==> src/hw/rtl/itp_pkg.sv <==
package itp_pkg;

   localparam logic [2:0] FUNC_OPERAND  = 3'd0;
   localparam logic [2:0] FUNC_OPERATOR = 3'd1;
   localparam logic [2:0] FUNC_OPEN     = 3'd2;
   localparam logic [2:0] FUNC_CLOSE    = 3'd3;
   localparam logic [2:0] FUNC_END      = 3'd4;

   localparam logic [2:0] OP_POW    = 3'd0;
   localparam logic [2:0] OP_MUL    = 3'd1;
   localparam logic [2:0] OP_DIV    = 3'd2;
   localparam logic [2:0] OP_MOD    = 3'd3;
   localparam logic [2:0] OP_ADD    = 3'd4;
   localparam logic [2:0] OP_SUB    = 3'd5;
   localparam logic [2:0] OP_MARKER = 3'd6;

   localparam logic [1:0] KIND_OPERAND  = 2'd0;
   localparam logic [1:0] KIND_OPERATOR = 2'd1;
   localparam logic [1:0] KIND_END      = 2'd2;

   typedef enum logic [1:0] {
      ST_IDLE,
      ST_OPER,
      ST_CLOSE,
      ST_END
   } state_type;

   function automatic logic [1:0] op_prec(input logic [2:0] code);
      logic [1:0] prec;
      case (code)
         OP_POW: prec = 2'd3;
         OP_MUL, OP_DIV, OP_MOD: prec = 2'd2;
         OP_ADD, OP_SUB: prec = 2'd1;
         default: prec = 2'd0;
      endcase
      return prec;
   endfunction

endpackage

==> src/hw/rtl/itp_if.sv <==
interface itp_req_if #(
   parameter int OPERAND_BITS = 32
);
   logic                    valid;
   logic                    ready;
   logic [2:0]              func;
   logic [2:0]              op_code;
   logic [OPERAND_BITS-1:0] operand_value;

   modport source (output valid, output func, output op_code, output operand_value,
                   input ready);
   modport sink (input valid, input func, input op_code, input operand_value,
                 output ready);
endinterface

interface itp_rsp_if #(
   parameter int OPERAND_BITS = 32
);
   logic                    valid;
   logic                    ready;
   logic [1:0]              out_kind;
   logic [2:0]              out_op;
   logic [OPERAND_BITS-1:0] out_value;
   logic                    overflowed;
   logic                    last;

   modport source (output valid, output out_kind, output out_op, output out_value,
                   output overflowed, output last, input ready);
   modport sink (input valid, input out_kind, input out_op, input out_value,
                 input overflowed, input last, output ready);
endinterface

==> src/hw/rtl/itp_ram.sv <==
module itp_ram #(
   parameter int WIDTH = 3,
   parameter int DEPTH = 16
) (
   input  logic                     clock,
   input  logic                     wr_en,
   input  logic [$clog2(DEPTH)-1:0] wr_addr,
   input  logic [WIDTH-1:0]         wr_data,
   input  logic [$clog2(DEPTH)-1:0] rd_addr,
   output logic [WIDTH-1:0]         rd_data
);
   logic [WIDTH-1:0] mem [DEPTH];

   always_ff @(posedge clock) begin
      if (wr_en) begin
         mem[wr_addr] <= wr_data;
      end
      rd_data <= mem[rd_addr];
   end
endmodule

==> src/hw/rtl/infix_to_postfix_converter.sv <==
// Infix to postfix converter (shunting-yard), one token per req word.
//
// req_chan carries one token: func gives its kind, op_code the operator,
// operand_value the operand. rsp_chan carries postfix words; last marks the
// final word caused by a token, and the end-of-expression word carries the
// sticky overflowed flag. Both channels move a word when valid and ready are
// high at a rising clock edge.
//
// The operator stack lives in a single-port-read RAM with a registered
// read. An operand leaves through the output register in the cycle after
// it is taken, one token per cycle while the output register is free. An
// open parenthesis is pushed from idle. Operator, close parenthesis and
// end tokens each pop one entry at a time in their own state, end then
// emitting the end word. The RAM read of the next stack top paces each pop.
//
// Reset clears the state, the stack count, the discard, overflow and
// pending flags and the output valid flag; stack entries need no clearing.
// When the receiver stalls, the output register holds its word; the block
// takes no tokens and halts while a popped operator waits for the output.
module infix_to_postfix_converter
   import itp_pkg::*;
#(
   parameter int STACK_DEPTH  = 16,
   parameter int OPERAND_BITS = 32
) (
   input logic        clock,
   input logic        reset,
   itp_req_if.sink    req_chan,
   itp_rsp_if.source  rsp_chan
);
   localparam int AW = $clog2(STACK_DEPTH);
   localparam int CW = $clog2(STACK_DEPTH + 1);

   state_type               state_ff, state_in;
   logic [CW-1:0]           count_ff, count_in;
   logic                    discard_ff, discard_in;
   logic                    ovf_ff, ovf_in;
   logic [2:0]              tok_op_ff, tok_op_in;
   logic                    pend_valid_ff, pend_valid_in;
   logic [2:0]              pend_op_ff, pend_op_in;
   logic                    rsp_valid_ff, rsp_valid_in;
   logic [1:0]              rsp_kind_ff, rsp_kind_in;
   logic [2:0]              rsp_op_ff, rsp_op_in;
   logic [OPERAND_BITS-1:0] rsp_value_ff, rsp_value_in;
   logic                    rsp_ovf_ff, rsp_ovf_in;
   logic                    rsp_last_ff, rsp_last_in;

   logic          wr_en;
   logic [AW-1:0] wr_addr;
   logic [2:0]    wr_data;
   logic [CW-1:0] rd_ptr;
   logic [AW-1:0] rd_addr;
   logic [2:0]    top;

   logic out_free, accept, has_top, top_marker, pop_oper, done, stall;
   logic push_req;
   logic [2:0] push_code;

   itp_ram #(.WIDTH(3), .DEPTH(STACK_DEPTH)) u_stack (
      .clock   (clock),
      .wr_en   (wr_en),
      .wr_addr (wr_addr),
      .wr_data (wr_data),
      .rd_addr (rd_addr),
      .rd_data (top)
   );

   assign out_free = !rsp_valid_ff || rsp_chan.ready;
   assign req_chan.ready = (state_ff == ST_IDLE) && out_free;
   assign accept = req_chan.valid && req_chan.ready;

   assign has_top    = count_ff != '0;
   assign top_marker = top == OP_MARKER;
   assign pop_oper   = has_top && !top_marker && (op_prec(top) >= op_prec(tok_op_ff));

   always_comb begin
      case (state_ff)
         ST_OPER:  done = !pop_oper;
         ST_CLOSE: done = !(has_top && !top_marker);
         ST_END:   done = !has_top && !pend_valid_ff;
         default:  done = 1'b0;
      endcase
   end

   assign stall = (pend_valid_ff || (state_ff == ST_END && done)) && !out_free;

   // next state
   always_comb begin
      state_in = state_ff;
      case (state_ff)
         ST_IDLE: begin
            if (accept) begin
               if (req_chan.func == FUNC_END) begin
                  state_in = ST_END;
               end else if (!discard_ff) begin
                  case (req_chan.func)
                     FUNC_OPERATOR: begin
                        if (req_chan.op_code <= OP_SUB) begin
                           state_in = ST_OPER;
                        end
                     end
                     FUNC_CLOSE: state_in = ST_CLOSE;
                     default: state_in = ST_IDLE;
                  endcase
               end
            end
         end
         ST_OPER, ST_CLOSE, ST_END: begin
            if (!stall && done) begin
               state_in = ST_IDLE;
            end
         end
         default: state_in = ST_IDLE;
      endcase
   end

   // datapath and stack access
   always_comb begin
      count_in      = count_ff;
      discard_in    = discard_ff;
      ovf_in        = ovf_ff;
      tok_op_in     = tok_op_ff;
      pend_valid_in = pend_valid_ff;
      pend_op_in    = pend_op_ff;
      rsp_valid_in  = rsp_valid_ff && !rsp_chan.ready;
      rsp_kind_in   = rsp_kind_ff;
      rsp_op_in     = rsp_op_ff;
      rsp_value_in  = rsp_value_ff;
      rsp_ovf_in    = rsp_ovf_ff;
      rsp_last_in   = rsp_last_ff;
      push_req      = 1'b0;
      push_code     = OP_MARKER;
      wr_en         = 1'b0;

      case (state_ff)
         ST_IDLE: begin
            if (accept && !discard_ff) begin
               case (req_chan.func)
                  FUNC_OPERAND: begin
                     rsp_valid_in = 1'b1;
                     rsp_kind_in  = KIND_OPERAND;
                     rsp_op_in    = '0;
                     rsp_value_in = req_chan.operand_value;
                     rsp_ovf_in   = 1'b0;
                     rsp_last_in  = 1'b1;
                  end
                  FUNC_OPERATOR: tok_op_in = req_chan.op_code;
                  FUNC_OPEN: push_req = 1'b1;
                  default: ;
               endcase
            end
         end
         ST_OPER, ST_CLOSE, ST_END: begin
            if (!stall) begin
               if (pend_valid_ff) begin
                  rsp_valid_in  = 1'b1;
                  rsp_kind_in   = KIND_OPERATOR;
                  rsp_op_in     = pend_op_ff;
                  rsp_value_in  = '0;
                  rsp_ovf_in    = 1'b0;
                  rsp_last_in   = done && (state_ff != ST_END);
                  pend_valid_in = 1'b0;
               end
               case (state_ff)
                  ST_OPER: begin
                     if (pop_oper) begin
                        pend_valid_in = 1'b1;
                        pend_op_in    = top;
                        count_in      = count_ff - CW'(1);
                     end else begin
                        push_req  = 1'b1;
                        push_code = tok_op_ff;
                     end
                  end
                  ST_CLOSE: begin
                     if (has_top) begin
                        count_in = count_ff - CW'(1);
                        if (!top_marker) begin
                           pend_valid_in = 1'b1;
                           pend_op_in    = top;
                        end
                     end else begin
                        discard_in = 1'b1;
                     end
                  end
                  default: begin
                     if (has_top) begin
                        count_in = count_ff - CW'(1);
                        if (!top_marker) begin
                           pend_valid_in = 1'b1;
                           pend_op_in    = top;
                        end
                     end else if (!pend_valid_ff) begin
                        rsp_valid_in = 1'b1;
                        rsp_kind_in  = KIND_END;
                        rsp_op_in    = '0;
                        rsp_value_in = '0;
                        rsp_ovf_in   = ovf_ff;
                        rsp_last_in  = 1'b1;
                        ovf_in       = 1'b0;
                        discard_in   = 1'b0;
                     end
                  end
               endcase
            end
         end
         default: ;
      endcase

      if (push_req) begin
         if (count_ff == CW'(STACK_DEPTH)) begin
            ovf_in = 1'b1;
         end else begin
            wr_en    = 1'b1;
            count_in = count_ff + CW'(1);
         end
      end
   end

   assign wr_addr = count_ff[AW-1:0];
   assign wr_data = push_code;
   assign rd_ptr  = count_in - CW'(1);
   assign rd_addr = rd_ptr[AW-1:0];

   always_ff @(posedge clock) begin
      if (reset) begin
         state_ff      <= ST_IDLE;
         count_ff      <= '0;
         discard_ff    <= 1'b0;
         ovf_ff        <= 1'b0;
         pend_valid_ff <= 1'b0;
         rsp_valid_ff  <= 1'b0;
      end else begin
         state_ff      <= state_in;
         count_ff      <= count_in;
         discard_ff    <= discard_in;
         ovf_ff        <= ovf_in;
         pend_valid_ff <= pend_valid_in;
         rsp_valid_ff  <= rsp_valid_in;
      end
   end

   always_ff @(posedge clock) begin
      tok_op_ff    <= tok_op_in;
      pend_op_ff   <= pend_op_in;
      rsp_kind_ff  <= rsp_kind_in;
      rsp_op_ff    <= rsp_op_in;
      rsp_value_ff <= rsp_value_in;
      rsp_ovf_ff   <= rsp_ovf_in;
      rsp_last_ff  <= rsp_last_in;
   end

   assign rsp_chan.valid      = rsp_valid_ff;
   assign rsp_chan.out_kind   = rsp_kind_ff;
   assign rsp_chan.out_op     = rsp_op_ff;
   assign rsp_chan.out_value  = rsp_value_ff;
   assign rsp_chan.overflowed = rsp_ovf_ff;
   assign rsp_chan.last       = rsp_last_ff;

   a_count_range: assert property (@(posedge clock) disable iff (reset)
      count_ff <= CW'(STACK_DEPTH))
      else $error("stack count beyond depth");

   a_no_write_full: assert property (@(posedge clock) disable iff (reset)
      wr_en |-> count_ff < CW'(STACK_DEPTH))
      else $error("stack write while full");

   a_pend_idle: assert property (@(posedge clock) disable iff (reset)
      (state_ff == ST_IDLE) |-> !pend_valid_ff)
      else $error("popped operator left pending in idle");

   a_end_clears: assert property (@(posedge clock) disable iff (reset)
      (state_ff == ST_END && state_in == ST_IDLE)
         |=> (count_ff == '0 && !discard_ff && !ovf_ff))
      else $error("end of expression left state behind");

   a_end_last: assert property (@(posedge clock) disable iff (reset)
      (rsp_valid_ff && rsp_kind_ff == KIND_END) |-> (rsp_last_ff && state_ff == ST_IDLE))
      else $error("end word not last or block still busy");

endmodule
==> src/flat_wrapper.sv <==
// flat-port wrapper written by rule: the top's interface ports become plain ports
module infix_to_postfix_converter_flat import itp_pkg::*;
#(
   parameter int STACK_DEPTH  = 16,
   parameter int OPERAND_BITS = 32
)
  (clock, reset, req_chan_valid, req_chan_func, req_chan_op_code, req_chan_operand_value, req_chan_ready, rsp_chan_valid, rsp_chan_out_kind, rsp_chan_out_op, rsp_chan_out_value, rsp_chan_overflowed, rsp_chan_last, rsp_chan_ready);
  itp_req_if #(.OPERAND_BITS(OPERAND_BITS)) req_chan_i ();
  itp_rsp_if #(.OPERAND_BITS(OPERAND_BITS)) rsp_chan_i ();
  input logic clock;
  input logic reset;
  input wire logic [$bits(req_chan_i.valid)-1:0] req_chan_valid;
  input wire logic [$bits(req_chan_i.func)-1:0] req_chan_func;
  input wire logic [$bits(req_chan_i.op_code)-1:0] req_chan_op_code;
  input wire logic [$bits(req_chan_i.operand_value)-1:0] req_chan_operand_value;
  output wire logic [$bits(req_chan_i.ready)-1:0] req_chan_ready;
  output wire logic [$bits(rsp_chan_i.valid)-1:0] rsp_chan_valid;
  output wire logic [$bits(rsp_chan_i.out_kind)-1:0] rsp_chan_out_kind;
  output wire logic [$bits(rsp_chan_i.out_op)-1:0] rsp_chan_out_op;
  output wire logic [$bits(rsp_chan_i.out_value)-1:0] rsp_chan_out_value;
  output wire logic [$bits(rsp_chan_i.overflowed)-1:0] rsp_chan_overflowed;
  output wire logic [$bits(rsp_chan_i.last)-1:0] rsp_chan_last;
  input wire logic [$bits(rsp_chan_i.ready)-1:0] rsp_chan_ready;
  assign req_chan_i.valid = req_chan_valid;
  assign req_chan_i.func = req_chan_func;
  assign req_chan_i.op_code = req_chan_op_code;
  assign req_chan_i.operand_value = req_chan_operand_value;
  assign req_chan_ready = req_chan_i.ready;
  assign rsp_chan_valid = rsp_chan_i.valid;
  assign rsp_chan_out_kind = rsp_chan_i.out_kind;
  assign rsp_chan_out_op = rsp_chan_i.out_op;
  assign rsp_chan_out_value = rsp_chan_i.out_value;
  assign rsp_chan_overflowed = rsp_chan_i.overflowed;
  assign rsp_chan_last = rsp_chan_i.last;
  assign rsp_chan_i.ready = rsp_chan_ready;
  infix_to_postfix_converter #(.STACK_DEPTH(STACK_DEPTH), .OPERAND_BITS(OPERAND_BITS)) u_core (.clock(clock), .reset(reset), .req_chan(req_chan_i), .rsp_chan(rsp_chan_i));
endmodule
==> config.mk <==
export PLATFORM = sky130hd
export DESIGN_NAME = infix_to_postfix_converter_flat
export DESIGN_NICKNAME = d
export VERILOG_FILES = /design/src/hw/rtl/itp_pkg.sv /design/src/hw/rtl/itp_if.sv /design/src/hw/rtl/itp_ram.sv /design/src/hw/rtl/infix_to_postfix_converter.sv /design/src/flat_wrapper.sv
export SDC_FILE = /design/constraint.sdc
export NUM_CORES = 1
export LEC_CHECK = 0
export BUFFER_PORTS_ARGS = -buffer_cell sky130_fd_sc_hd__buf_2
export CORE_MARGIN = 2
export CORE_UTILIZATION = 50
export CTS_CLUSTER_SIZE = 10
export DETAILED_ROUTE_END_ITERATION = 8
export PLACE_DENSITY = 0.84
export RECOVER_POWER = 50
export SLEW_MARGIN = 20
export SYNTH_ARGS = -nofsm -noshare
export SYNTH_HDL_FRONTEND = slang
export SYNTH_SLANG_ARGS = --single-unit
export TNS_END_PERCENT = 5
==> constraint.sdc <==
create_clock -name clock -period 3.84 [get_ports clock]
set_input_delay 0.576 -clock clock [delete_from_list [all_inputs] [get_ports clock]]
set_output_delay 0.576 -clock clock [all_outputs]
set_load 0.02 [all_outputs]
==> flow_metrics.tcl <==
set metrics [dict create \
    status "finished, final reports clean" \
    clkTransAtPathRegs_ns 0.09 \
    r2r_slack_ns 0.20 \
    peakVddDrop_mv 0.333 \
    start_kind "flop" \
    n_antenna_cell 0 \
    setup.worst_path.end "u_core.u_stack.rd_data[2]$_DFF_P_" \
    drv_slew 0 \
    reg2regPathDepth 11 \
    dp_hpwl_mm 7.60 \
    power_switching_share 0.280 \
    startpoint "u_core.count_ff[0]$_SDFF_PP0_" \
    antenna_found_initial 0 \
    post-place-ws_ns 0.178 \
    insertion_delay_ns 0.37 \
    leakage_uw 0.00208 \
    path_cells "inv_1 -> ha_1 -> nor4b_4 -> nor2_2 -> a21oi_4 -> o21ba_4 -> mux2i_1 -> a221oi_2 -> ha_2 -> mux4_2 -> mux4_2" \
    grt_start_max_net_pins 40 \
    critPathCaptureType "flop" \
    start_util 0.520 \
    critPathMostFrequentCell "mux4_2" \
    fin_hold_ws_ns 0.391 \
    tightest_slew_ns 0.795 \
    hold_buffers 0 \
    cts_root_buf "clkbuf_8" \
    rr_endpoint "u_core.u_stack.rd_data[2]$_DFF_P_" \
    grt-ovfl-total 0 \
    grt_pass1_wl_mm 15.9 \
    crit_family "multiplexers" \
    critical_path_depth 11 \
    slowest_delay_ns 0.49 \
    dieArea_um2 10500 \
    cts_buffers 9 \
    syn-cell-area_um2 4850 \
    crit_buf_inv 1 \
    synth_cell_type_count 54 \
    die_w_um 102 \
    grt_pass1_vias 3033 \
    synth.most_common_cell "edfxtp_1" \
    synth_async_sr_flop_share 0 \
    crit_required_ns 4.08 \
    synth_largest_area_cell "edfxtp_1" \
    ys.flop_type "edfxtp_1" \
    pwr-share-comb 0.181 \
    use_met1 0.289 \
    p_sw_uw 738 \
    path_max_fanout 12 \
    boundaryPins 83 \
    ys_warn_count 0 \
    worstReg2RegStart "u_core.count_ff[0]$_SDFF_PP0_" \
    cts_tree "built" \
    vias 3227 \
    drive_gt1_frac 0.202 \
    wirelength_mm 10.6 \
    die_h_um 102 \
    areaGrowthSynthToFinish_pct 15.1 \
    drtIter0Drc 340 \
    n_fill_cell 688 \
    multi_input_area_um2 1660 \
    clockPowerShare 0.289 \
    rows 35 \
    drv_cap 0 \
    htree_levels 3 \
    hold_class "input pin to flop" \
    synth_nets 383 \
    synth_area_leaders "edfxtp_1 (58%), a22o_1 (5.8%), dfxtp_1 (5.8%)" \
    worst_ep_arrival_time_ns 3.87 \
    wl_per_cell_um 19.2 \
    p_per_area_nw_per_um2 473 \
    routed_via_density 5.88 \
    crit_type "flop to flop" \
    relSlewSlack 0.470 \
    setup_slack_ns 0.205 \
    nets 468 \
    seqPwrFrac 0.530 \
    top_usage_layer "met2" \
    grt_use_met3 0.0458 \
    intPower_uw 1900 \
    synthDominantCellAreaShare 0.576 \
    synth.avg_cell_area_um2 14.7 \
    finalHoldViolCount 0 \
    synth-edff-count 93 \
    finalSetupViolations 0 \
    min_period_over_period 0.947 \
    track_usage 0.202 \
    clockBufferDepth 2 \
    fp.coreArea_um2 9330 \
    ys_seq_area_frac 0.634 \
    clock-sinks 107 \
    synthTopCellsByCount "edfxtp_1 (93), a22o_1 (32), nor2_1 (24)" \
    syn_inst 330 \
    layout_min_cycle_time_ns 3.64 \
    clock_skew_ns 0.0221 \
    gp_congestion 0.899 \
    synth-seq-cells 107 \
    cp_slowest_cell "mux4_2" \
    dp.cells 533 \
    ant_nets 0 \
    seq_area_um2 3070 \
    grtUsageMet2 0.311 \
    drc 0 \
    max_clock_freq_mhz 275 \
    first_pass_iters 5 \
    stdcell_count 549 \
    io_buffers 82 \
]
-- metrics by stage --
| stage | TNS (ns) | total power (uW) | area, um^2 | util |
|---|---|---|---|---|
| after floorplan | 0 | 1750 | 4850 | - |
| after global placement | 0 | 1890 | 5420 | 0.581 |
| after detailed placement | 0 | 1910 | 5420 | 0.581 |
| after CTS | 0 | 2650 | 5640 | 0.605 |
| after global routing | -0.0311 | 2730 | 5580 | 0.599 |
| final | 0 | 2640 | 5580 | 0.599 |
-- cell type report --
class / count / share of cell area
sequential: 107 / 0.550
multi-input combinational: 194 / 0.298
timing repair buffer: 90 / 0.0746
tap: 129 / 0.0289
clock buffer: 9 / 0.0222
clock inverter: 7 / 0.0175
inverter: 13 / 0.00874
-- sequential cells by signal, indices dropped and copies added (netlist names) --
| name | flops |
|---|---|
| u_core.u_stack.mem | 48 |
| u_core.rsp_chan.out_value | 32 |
| u_core.count_ff | 5 |
| u_core.pend_op_ff | 3 |
| u_core.rsp_chan.out_op | 3 |
| u_core.tok_op_ff | 3 |
| u_core.u_stack.rd_data | 3 |
| u_core.rsp_chan.out_kind | 2 |
| u_core.state_ff | 2 |
| u_core.discard_ff | 1 |
| u_core.ovf_ff | 1 |
| u_core.pend_valid_ff | 1 |
| u_core.rsp_chan.last | 1 |
| u_core.rsp_chan.overflowed | 1 |
| u_core.rsp_chan.valid | 1 |
-- worst min path at each step --
stage | end | depth (start not counted) | slack [ns] | from
detailed placement | u_core.pend_op_ff[2]$_DFFE_PP_ | 0 | 0.47 | u_core.u_stack.rd_data[2]$_DFF_P_
global route | u_core.tok_op_ff[0]$_DFFE_PP_ | 1 | 0.37 | req_chan_op_code[0]
global placement | u_core.ovf_ff$_SDFF_PP0_ | 2 | 0.46 | u_core.ovf_ff$_SDFF_PP0_
finish | u_core.tok_op_ff[0]$_DFFE_PP_ | 1 | 0.39 | req_chan_op_code[0]
CTS | u_core.tok_op_ff[0]$_DFFE_PP_ | 1 | 0.38 | req_chan_op_code[0]
floorplan | u_core.pend_op_ff[0]$_DFFE_PP_ | 0 | 0.44 | u_core.u_stack.rd_data[0]$_DFF_P_
-- timing repair --
action / CTS / global route
resized for setup: 0 / 1
buffers inserted: 0 / 0
setup endpoints to repair: 0 / 3
-- power by group through the flow --
stage	Sequential (uW)	Combinational (uW)	Clock [uW]
after global placement	1420	472	0
after CTS	1400	488	765
after global routing	1410	513	812
final	1400	478	762
after floorplan	1480	271	0
after detailed placement	1420	487	0
-- worst register-to-register path, cell delays in order (launching register included) --
cell and delay (ns):
dfxtp_1 0.36, inv_1 0.17, ha_1 0.34, nor4b_4 0.39, nor2_2 0.12, a21oi_4 0.21, o21ba_4 0.21, mux2i_1 0.09
a221oi_2 0.36, ha_2 0.43, mux4_2 0.35, mux4_2 0.49
-- placed cells by master (no fill, tap or decap), types with 6 or more instances in the layout --
master,netlist,final
nand2_1,13,13
nand3_1,6,6
a22o_1,32,32
edfxtp_1,93,93
clkbuf_1,14,43
ha_1,11,10
clkbuf_8,0,9
mux4_2,10,10
dfxtp_1,14,14
a21oi_1,12,12
nor2_1,24,24
buf_2,0,39
buf_4,0,8
o21ai_0,6,6
inv_1,13,13
-- cell families (layout without fill, tap and decap cells) --
family,count (synthesis),in the layout,share of synthesized area
and+or+nand+nor,90,90,0.107
adders and majority gates,11,11,0.0284
xor gates and xnor gates,4,4,0.0103
buffers and inverters,29,119,0.0240
muxes,19,19,0.0818
AOI/OAI and AO/OA,70,70,0.115
DFF,107,107,0.634
-- routing by layer --
metal | wire (um) | vias up
met5 | 0 | -
met4 | 157 | 0
li1 | - | 1470
met3 | 603 | 19
met2 | 5280 | 117
met1 | 4510 | 1621
No activity file was read; power rests on OpenSTA's default activity.
